--- src/fep_pkg.sv ---
`timescale 1ns / 1ps
// ----------------------------------------------------------------------------
// fep_pkg
// Types and constants shared by the framed event parser modules.
// ----------------------------------------------------------------------------
package fep_pkg;

   // frame layout
   localparam int unsigned FRAME_LEN = 7;
   localparam int unsigned POS_W     = 3;

   // register map (index = paddr[4:2])
   localparam int unsigned CSR_ADDR_W = 5;
   localparam logic [2:0] REG_START     = 3'd0;
   localparam logic [2:0] REG_BUTTON    = 3'd1;
   localparam logic [2:0] REG_ENCODER   = 3'd2;
   localparam logic [2:0] REG_PITCH     = 3'd3;
   localparam logic [2:0] REG_HEARTBEAT = 3'd4;

   // register reset values
   localparam logic [7:0] START_RST     = 8'd170;
   localparam logic [7:0] BUTTON_RST    = 8'd1;
   localparam logic [7:0] ENCODER_RST   = 8'd2;
   localparam logic [7:0] PITCH_RST     = 8'd3;
   localparam logic [7:0] HEARTBEAT_RST = 8'd4;

   // event kinds on the result channel
   localparam logic [2:0] KIND_BUTTON    = 3'd0;
   localparam logic [2:0] KIND_JOG       = 3'd1;
   localparam logic [2:0] KIND_BROWSE    = 3'd2;
   localparam logic [2:0] KIND_PITCH     = 3'd3;
   localparam logic [2:0] KIND_HEARTBEAT = 3'd4;

   // encoder ids
   localparam logic [7:0] ENC_ID_JOG    = 8'd0;
   localparam logic [7:0] ENC_ID_BROWSE = 8'd1;

   // frame class decided by the front end
   typedef enum logic [1:0] {
      CLS_BUTTON,
      CLS_ENCODER,
      CLS_PITCH,
      CLS_HEARTBEAT
   } frame_class_type;

   // configuration seen by the front end
   typedef struct packed {
      logic [7:0] start_code;
      logic [7:0] button_code;
      logic [7:0] encoder_code;
      logic [7:0] pitch_code;
      logic [7:0] heartbeat_code;
   } cfg_type;

   // one checked frame between front and back
   typedef struct packed {
      frame_class_type  frame_class;
      logic [7:0]       control_id;
      logic [15:0]      control_value;
      logic [7:0]       sequence_tag;
   } frame_type;

   // queue status toward both sides
   typedef struct packed {
      logic full;
      logic empty;
   } q_stat_type;

endpackage

--- src/fep_front.sv ---
`timescale 1ns / 1ps
// ----------------------------------------------------------------------------
// fep_front
// Collects bytes into frames, runs the xor check and classifies the type.
// ----------------------------------------------------------------------------
module fep_front
   import fep_pkg::*;
(
   input  logic       clock,
   input  logic       reset,
   input  cfg_type    cfg,
   input  logic       byte_take,
   input  logic [7:0] rx_byte,
   output logic       push,
   output frame_type  push_data
);

   logic [POS_W-1:0] pos_ff, pos_in;
   logic [7:0]       xor_ff, xor_in;
   logic [7:0]       type_ff, id_ff, vlo_ff, vhi_ff, seq_ff;
   logic             known;
   frame_class_type  cls;

   // byte position and running check
   always_comb begin
      pos_in = pos_ff;
      xor_in = xor_ff;
      if (byte_take) begin
         if (pos_ff == '0) begin
            xor_in = '0;
            if (rx_byte == cfg.start_code) begin
               pos_in = POS_W'(1);
            end
         end else if (pos_ff < POS_W'(FRAME_LEN - 1)) begin
            xor_in = xor_ff ^ rx_byte;
            pos_in = pos_ff + POS_W'(1);
         end else begin
            pos_in = '0;
         end
      end
   end

   always_ff @(posedge clock) begin
      if (reset) begin
         pos_ff <= '0;
         xor_ff <= '0;
      end else begin
         pos_ff <= pos_in;
         xor_ff <= xor_in;
      end
   end

   // frame body bytes, no reset needed
   always_ff @(posedge clock) begin
      if (byte_take) begin
         case (pos_ff)
            POS_W'(1): type_ff <= rx_byte;
            POS_W'(2): id_ff   <= rx_byte;
            POS_W'(3): vlo_ff  <= rx_byte;
            POS_W'(4): vhi_ff  <= rx_byte;
            POS_W'(5): seq_ff  <= rx_byte;
            default: ;
         endcase
      end
   end

   // type classification, first match wins
   always_comb begin
      known = 1'b1;
      cls   = CLS_BUTTON;
      if (type_ff == cfg.button_code) begin
         cls = CLS_BUTTON;
      end else if (type_ff == cfg.encoder_code) begin
         cls = CLS_ENCODER;
      end else if (type_ff == cfg.pitch_code) begin
         cls = CLS_PITCH;
      end else if (type_ff == cfg.heartbeat_code) begin
         cls = CLS_HEARTBEAT;
      end else begin
         known = 1'b0;
      end
   end

   // check byte closes the frame
   assign push = byte_take && (pos_ff == POS_W'(FRAME_LEN - 1)) &&
                 (xor_ff == rx_byte) && known;

   always_comb begin
      push_data.frame_class   = cls;
      push_data.control_id    = id_ff;
      push_data.control_value = {vhi_ff, vlo_ff};
      push_data.sequence_tag  = seq_ff;
   end

endmodule

--- src/fep_queue.sv ---
`timescale 1ns / 1ps
// ----------------------------------------------------------------------------
// fep_queue
// Short frame queue that decouples the front end from the result stage.
// ----------------------------------------------------------------------------
module fep_queue
   import fep_pkg::*;
#(
   parameter int unsigned DEPTH = 4
) (
   input  logic       clock,
   input  logic       reset,
   input  logic       push,
   input  frame_type  push_data,
   input  logic       pop,
   output frame_type  pop_data,
   output q_stat_type stat
);

   localparam int unsigned PTR_W = (DEPTH > 1) ? $clog2(DEPTH) : 1;
   localparam int unsigned CNT_W = $clog2(DEPTH + 1);

   frame_type        mem_ff [DEPTH];
   logic [PTR_W-1:0] wr_ptr_ff, wr_ptr_in;
   logic [PTR_W-1:0] rd_ptr_ff, rd_ptr_in;
   logic [CNT_W-1:0] cnt_ff, cnt_in;

   // pointer and fill count update
   always_comb begin
      wr_ptr_in = wr_ptr_ff;
      rd_ptr_in = rd_ptr_ff;
      cnt_in    = cnt_ff;
      if (push) begin
         wr_ptr_in = (wr_ptr_ff == PTR_W'(DEPTH - 1)) ? '0 : wr_ptr_ff + PTR_W'(1);
      end
      if (pop) begin
         rd_ptr_in = (rd_ptr_ff == PTR_W'(DEPTH - 1)) ? '0 : rd_ptr_ff + PTR_W'(1);
      end
      if (push && !pop) begin
         cnt_in = cnt_ff + CNT_W'(1);
      end else if (pop && !push) begin
         cnt_in = cnt_ff - CNT_W'(1);
      end
   end

   always_ff @(posedge clock) begin
      if (reset) begin
         wr_ptr_ff <= '0;
         rd_ptr_ff <= '0;
         cnt_ff    <= '0;
      end else begin
         wr_ptr_ff <= wr_ptr_in;
         rd_ptr_ff <= rd_ptr_in;
         cnt_ff    <= cnt_in;
      end
   end

   // storage
   always_ff @(posedge clock) begin
      if (push) begin
         mem_ff[wr_ptr_ff] <= push_data;
      end
   end

   assign pop_data   = mem_ff[rd_ptr_ff];
   assign stat.full  = (cnt_ff == CNT_W'(DEPTH));
   assign stat.empty = (cnt_ff == '0);

endmodule

--- src/fep_back.sv ---
`timescale 1ns / 1ps
// ----------------------------------------------------------------------------
// fep_back
// Maps queued frames to events and holds the result register.
// ----------------------------------------------------------------------------
module fep_back
   import fep_pkg::*;
(
   input  logic               clock,
   input  logic               reset,
   input  frame_type          q_data,
   input  q_stat_type         q_stat,
   output logic               q_pop,
   output logic               rsp_valid,
   input  logic               rsp_stall,
   output logic [2:0]         rsp_event_kind,
   output logic [7:0]         rsp_control_id,
   output logic signed [15:0] rsp_control_value,
   output logic [7:0]         rsp_sequence_tag
);

   logic        valid_ff, valid_in;
   logic [2:0]  kind_ff;
   logic [7:0]  id_ff;
   logic [15:0] value_ff;
   logic [7:0]  seq_ff;
   logic [2:0]  kind;
   logic        keep;
   logic        load;

   // event kind for the head frame
   always_comb begin
      keep = 1'b1;
      kind = KIND_BUTTON;
      case (q_data.frame_class)
         CLS_BUTTON:    kind = KIND_BUTTON;
         CLS_ENCODER: begin
            if (q_data.control_id == ENC_ID_JOG) begin
               kind = KIND_JOG;
            end else if (q_data.control_id == ENC_ID_BROWSE) begin
               kind = KIND_BROWSE;
            end else begin
               keep = 1'b0;
            end
         end
         CLS_PITCH:     kind = KIND_PITCH;
         CLS_HEARTBEAT: kind = KIND_HEARTBEAT;
         default:       keep = 1'b0;
      endcase
   end

   // pop when the result register is free or being taken this cycle
   assign load  = !valid_ff || !rsp_stall;
   assign q_pop = load && !q_stat.empty;

   always_comb begin
      valid_in = valid_ff;
      if (load) begin
         valid_in = q_pop && keep;
      end
   end

   always_ff @(posedge clock) begin
      if (reset) begin
         valid_ff <= 1'b0;
      end else begin
         valid_ff <= valid_in;
      end
   end

   // result payload
   always_ff @(posedge clock) begin
      if (q_pop && keep) begin
         kind_ff  <= kind;
         id_ff    <= q_data.control_id;
         value_ff <= q_data.control_value;
         seq_ff   <= q_data.sequence_tag;
      end
   end

   assign rsp_valid         = valid_ff;
   assign rsp_event_kind    = kind_ff;
   assign rsp_control_id    = id_ff;
   assign rsp_control_value = $signed(value_ff);
   assign rsp_sequence_tag  = seq_ff;

endmodule

--- src/framed_event_parser.sv ---
`timescale 1ns / 1ps
// ----------------------------------------------------------------------------
// framed_event_parser
// Start-byte frame parser with xor check that turns control frames into events.
// ----------------------------------------------------------------------------
// Usage:
//   req_* carries one received byte per beat (valid/stall handshake).
//   rsp_* carries one event per good frame: kind, id, signed value, sequence.
//   psel/penable/pwrite/paddr/pwdata set the start and type codes; write them
//   only while no frame is in flight.
// Throughput: one byte per cycle sustained. The front end takes a byte in
//   every cycle the frame queue has room; the queue lets the result stage
//   stall without stopping the byte stream until QUEUE_DEPTH frames wait.
// Event path: a good frame enters the queue as its check byte is taken and
//   moves into the result register when the result stage pops it.
// Reset: synchronous; clears the frame position, the queue, the result valid
//   and loads the default codes. No clearing pass is needed.
// Receiver stall: the result holds steady; frames pile up in the queue and
//   req_stall rises once it is full.
// Bad checks, unknown types and unknown encoder ids give no event.
// ----------------------------------------------------------------------------
module framed_event_parser
   import fep_pkg::*;
#(
   parameter int unsigned QUEUE_DEPTH = 4
) (
   input  logic                  clock,
   input  logic                  reset,
   // byte input
   input  logic                  req_valid,
   output logic                  req_stall,
   input  logic [7:0]            req_rx_byte,
   // event output
   output logic                  rsp_valid,
   input  logic                  rsp_stall,
   output logic [2:0]            rsp_event_kind,
   output logic [7:0]            rsp_control_id,
   output logic signed [15:0]    rsp_control_value,
   output logic [7:0]            rsp_sequence_tag,
   // register port
   input  logic                  psel,
   input  logic                  penable,
   input  logic                  pwrite,
   input  logic [CSR_ADDR_W-1:0] paddr,
   input  logic [31:0]           pwdata,
   output logic [31:0]           prdata,
   output logic                  pready
);

   cfg_type    cfg_ff;
   logic       csr_wr;
   logic [2:0] csr_idx;
   logic [7:0] rd_byte;
   logic       byte_take;
   logic       q_push;
   logic       q_pop;
   frame_type  q_wr_data;
   frame_type  q_rd_data;
   q_stat_type q_stat;

   // register port
   assign pready  = 1'b1;
   assign csr_wr  = psel && penable && pwrite && pready;
   assign csr_idx = paddr[CSR_ADDR_W-1:2];

   always_ff @(posedge clock) begin
      if (reset) begin
         cfg_ff.start_code     <= START_RST;
         cfg_ff.button_code    <= BUTTON_RST;
         cfg_ff.encoder_code   <= ENCODER_RST;
         cfg_ff.pitch_code     <= PITCH_RST;
         cfg_ff.heartbeat_code <= HEARTBEAT_RST;
      end else if (csr_wr) begin
         case (csr_idx)
            REG_START:     cfg_ff.start_code     <= pwdata[7:0];
            REG_BUTTON:    cfg_ff.button_code    <= pwdata[7:0];
            REG_ENCODER:   cfg_ff.encoder_code   <= pwdata[7:0];
            REG_PITCH:     cfg_ff.pitch_code     <= pwdata[7:0];
            REG_HEARTBEAT: cfg_ff.heartbeat_code <= pwdata[7:0];
            default: ;
         endcase
      end
   end

   // register readback
   always_comb begin
      case (csr_idx)
         REG_START:     rd_byte = cfg_ff.start_code;
         REG_BUTTON:    rd_byte = cfg_ff.button_code;
         REG_ENCODER:   rd_byte = cfg_ff.encoder_code;
         REG_PITCH:     rd_byte = cfg_ff.pitch_code;
         REG_HEARTBEAT: rd_byte = cfg_ff.heartbeat_code;
         default:       rd_byte = '0;
      endcase
   end
   assign prdata = {24'd0, rd_byte};

   // input beat handshake
   assign req_stall = q_stat.full;
   assign byte_take = req_valid && !req_stall;

   fep_front u_front (
      .clock     (clock),
      .reset     (reset),
      .cfg       (cfg_ff),
      .byte_take (byte_take),
      .rx_byte   (req_rx_byte),
      .push      (q_push),
      .push_data (q_wr_data)
   );

   fep_queue #(
      .DEPTH (QUEUE_DEPTH)
   ) u_queue (
      .clock     (clock),
      .reset     (reset),
      .push      (q_push),
      .push_data (q_wr_data),
      .pop       (q_pop),
      .pop_data  (q_rd_data),
      .stat      (q_stat)
   );

   fep_back u_back (
      .clock             (clock),
      .reset             (reset),
      .q_data            (q_rd_data),
      .q_stat            (q_stat),
      .q_pop             (q_pop),
      .rsp_valid         (rsp_valid),
      .rsp_stall         (rsp_stall),
      .rsp_event_kind    (rsp_event_kind),
      .rsp_control_id    (rsp_control_id),
      .rsp_control_value (rsp_control_value),
      .rsp_sequence_tag  (rsp_sequence_tag)
   );

`ifndef ASSERT_OFF
   // no frame is pushed into a full queue
   a_push_not_full: assert property (@(posedge clock) disable iff (reset)
      q_push |-> !q_stat.full)
      else $error("frame pushed into full queue");

   // the result stage never pops an empty queue
   a_pop_not_empty: assert property (@(posedge clock) disable iff (reset)
      q_pop |-> !q_stat.empty)
      else $error("pop from empty queue");

   // a pop while the result is stalled would lose an event
   a_no_pop_on_stall: assert property (@(posedge clock) disable iff (reset)
      (rsp_valid && rsp_stall) |-> !q_pop)
      else $error("queue popped while result stalled");

   // only defined event kinds leave the block
   a_kind_range: assert property (@(posedge clock) disable iff (reset)
      rsp_valid |-> (rsp_event_kind <= KIND_HEARTBEAT))
      else $error("undefined event kind");
`endif

endmodule
--- config.mk ---
export PLATFORM = sky130hd
export DESIGN_NAME = framed_event_parser
export DESIGN_NICKNAME = d
export VERILOG_FILES = /design/src/fep_pkg.sv /design/src/fep_front.sv /design/src/fep_queue.sv /design/src/fep_back.sv /design/src/framed_event_parser.sv
export SDC_FILE = /design/constraint.sdc
export NUM_CORES = 1
export LEC_CHECK = 0
export ABC_CLOCK_PERIOD_IN_PS = 2600
export BUFFER_PORTS_ARGS = -buffer_cell sky130_fd_sc_hd__buf_4
export CORE_ASPECT_RATIO = 0.75
export CORE_UTILIZATION = 40
export DETAILED_ROUTE_END_ITERATION = 8
export GPL_TIMING_DRIVEN = 0
export PLACE_DENSITY = 0.63
export SYNTH_ARGS = -nofsm -noshare
export SYNTH_HDL_FRONTEND = slang
export SYNTH_SLANG_ARGS = --single-unit
--- constraint.sdc ---
create_clock -name clock -period 2.6 [get_ports clock]
set_input_delay 0.39 -clock clock [delete_from_list [all_inputs] [get_ports clock]]
set_output_delay 0.39 -clock clock [all_outputs]
set_load 0.05 [all_outputs]
==> results.toml <==
[die]
start_util_pct = 41.37
core-area_um2 = 26350
io_pins = 122
die_h_um = 145.0
die_w_um = 192.6
row_count = 51
die-area_um2 = 27920

[final_layout]
diodes = 0
fillers = 2217
final_nets = 897
multi_input_area_um2 = 3253
area_growth_pct = 21.47
drive_gt1_share_pct = 28.02
fin_area_um2 = 13240
layout_common_cells = "edfxtp_1 (211), buf_4 (120), dfxtp_1 (59)"
regArea_um2 = 7560
layout_commonest_cell = "edfxtp_1"

[grt]
grt_overflow = 0
grt_max_degree = 35
track_usage_pct = 16.58
grt_pass1_wl_um = 35150
antenna_found_initial = 0
grt_pass1_vias = 6064

[drt]
wl_per_cell_um = 19.42
via_per_inst = 5.116
wirelength_um = 23240
dr_total_vias = 6124
drc = 10
first_pass_iters = 7
ant_nets = 0
drt-initial-drc-count = 386

[worst_hold_path]
hold-path-cell-count = 3
min_path_type = "primary input to flop"

[run_status]
outcome = "finished with violations"
violations = "DRC, setup timing"

[placed_design]
portBuffers = 68
post-place-ws_ns = -0.6391
gp_congestion = 0.8049
dp_hpwl_um = 14150
dpl_cell_area_um2 = 12000

[clock_tree]
clkTransAtPathRegs_ns = 0.07
cts_tree = "done"
htreeDepth = 1
clkLatencyLatePin_ns = 0.53
clock-sinks = 272
cts_buffer_depth = 3
cts_made_buffers = 26
clock-root-buffer = "clkbuf_16"

[critical_path]
rrSetupSlack_ns = -0.19
cp-end-kind = "flop"
crit_type = "flop to flop"
crit_cells = 12
slowest_delay_ns = 0.43
crit_arrival_ns = 3.25
cpMaxStageDelayCell = "edfxtp_1"
worstPathCellList = "buf_4 -> xor2_1 -> nor4_2 -> buf_4 -> nand2_1 -> a41oi_4 -> ha_2 -> inv_2 -> fa_2 -> xor2_1 -> or3_1 -> a21oi_1"
worstPathRequired_ns = 3.06
r2r_cells = 12
crit_family = "simple AND/OR/NAND/NOR gates"
cp_max_fo = 4
path_buf_inv = 3
startpoint_type = "flop"

[yosys]
ys_async_sr_fraction_pct = 0
syn_area_per_cell_um2 = 15.96
synth-edff-count = 211
yosys_warnings = 0
ys_ff_latch = 272
yosysSeqAreaShare_pct = 69.32
synth_cell_types = 51
ys.flop_type = "edfxtp_1"
synth_cells = 683
netlist_area_um2 = 10900

[pwr]
powerDensity_nw_per_um2 = 677.5
ir_drop_v = 0.0005035
power_leakage_nw = 4.695
power_w = 0.008972

[sta]
fin_crit_sh_pct = 107.2
setup_violations = 39
final-hold-violation-count = 0
setup_ws_ns = -0.1869
max_freq_mhz = 358.8
rsz0062_at_grt = "yes"
tightestPinTransition_ns = 1.019
fin_worst_skew_ns = 0.01572
finalMaxSlewViolations = 0
fin_crit_ns = 2.787
maxSlewHeadroom_pct = 31.71

[flow_run]
max_cap_viol_count = 0
per-layer routing:
metal | wire [µm] | share of wire (%) | GRT usage (%) | vias to the layer above
li1 | - | - | - | 2838
met1 | 11300 | 49 | 25.02 | 3052
met2 | 10290 | 44 | 25.00 | 200
met3 | 1315 | 5.7 | 2.733 | 34
met4 | 340 | 1.5 | 3.661 | 0
met5 | 0 | 0 | 0 | -
cells by family (layout without fill, tap and decap cells):
kind of cell	after synthesis	count (layout)	synth area share (%)
simple gates	141	143	6.531
other cells	2	25	0.06889
buf+inv	60	205	3.214
flops	272	272	69.32
xor+xnor	50	50	4.017
fa+ha+maj	12	12	1.446
mux	86	86	12.05
compound gates	60	60	3.351
state kept, by name, summed over array words and instances, names as in the netlist, 2 cells and up, named ones only:
name and cells:
u_queue.wr_ptr_ff 2, u_queue.rd_ptr_ff 2, u_queue.mem_ff 136, u_back.rsp_control_value 16
u_front.vlo_ff 8, u_front.vhi_ff 8, u_back.rsp_event_kind 3, u_front.type_ff 8
cfg_ff 40, u_front.xor_ff 8, u_queue.cnt_ff 3, u_front.pos_ff 3
u_front.seq_ff 8, u_back.rsp_sequence_tag 8, u_front.id_ff 8, u_back.rsp_control_id 8
power by group:
part | total [W] | switching, W | internal [W]
sequential | 0.00467 | 0.0000234 | 0.00465
clock | 0.00388 | 0.00159 | 0.00229
combinational | 0.000419 | 0.000279 | 0.000140
total | 0.00897 | 0.00189 | 0.00708
final timing paths:
| check | start | to |
|---|---|---|
| setup reg to reg | u_front.type_ff[1]$_DFFE_PP_ | u_queue.cnt_ff[2]$_SDFFE_PP0P_ |
| hold / removal | pwdata[0] | cfg_ff[24]$_SDFFE_PP1P_ |
| hold reg to reg | u_front.xor_ff[5]$_SDFFE_PP0P_ | u_front.xor_ff[5]$_SDFFE_PP0P_ |
| setup / recovery | u_front.type_ff[1]$_DFFE_PP_ | u_queue.cnt_ff[2]$_SDFFE_PP0P_ |
through the flow:
stage	hold slack [ns]	TNS, ns	instances	util (%)
2_1_floorplan	0.4522	-0.02414	706	-
3_3_place_gp	0.4646	-81.70	1118	45.53
3_5_place_dp	0.4769	-84.31	1118	45.53
4_1_cts	0.1116	-6.409	1187	49.80
5_1_grt	0.1397	-11.05	1197	50.25
6_report	0.1276	-6.100	1197	50.25
layout make-up:
class | instances | share of cell area, %
clock buffer | 35 | 5.546
inverter | 11 | 0.3401
timing repair inverter | 1 | 0.05669
clock inverter | 13 | 1.209
buffer | 48 | 2.324
sequential | 272 | 57.09
multi-input combinational | 376 | 24.57
timing repair buffer | 97 | 5.622
tap | 344 | 3.250
cells in the mapped netlist, drive strengths merged, types with 2 or more instances:
master	n	area [µm²]
nand4	3	18.77
nand3b	8	60.06
xor2	42	367.9
mux4	34	792.0
nor4	12	90.09
clkbuf	12	45.04
xnor2	8	70.07
mux2i	51	510.5
edfxtp	211	6336
and2	8	50.05
o21ai	13	65.06
buf	37	264.0
or4	2	15.01
a41oi	2	25.03
ha	11	137.6
a21oi	22	113.9
nor2b	4	25.02
and3	7	43.79
nor2	50	190.2
nand3	6	30.03
nand2	32	120.1
conb	2	7.510
nor3	5	40.04
o22ai	9	56.30
a22oi	7	52.55
a31oi	2	12.51
dfxtp	61	1221
inv	10	37.54
tightest hold or removal path: stages:
cell and delay (ns):
buf_4 0.11, mux2i_1 0.07, nand2_1 0.06
repair_timing:
action                                  in CTS  in global routing
endpoints found under the setup margin     173                177
hold buffers                                 0                  0
gates resized for setup                     15                 10
setup buffers                               21                  8
gates cloned                                 1                  2
pin swaps                                    9                  9
hold endpoints to repair                     0                  0
No activity file was read; power rests on OpenSTA's default activity.
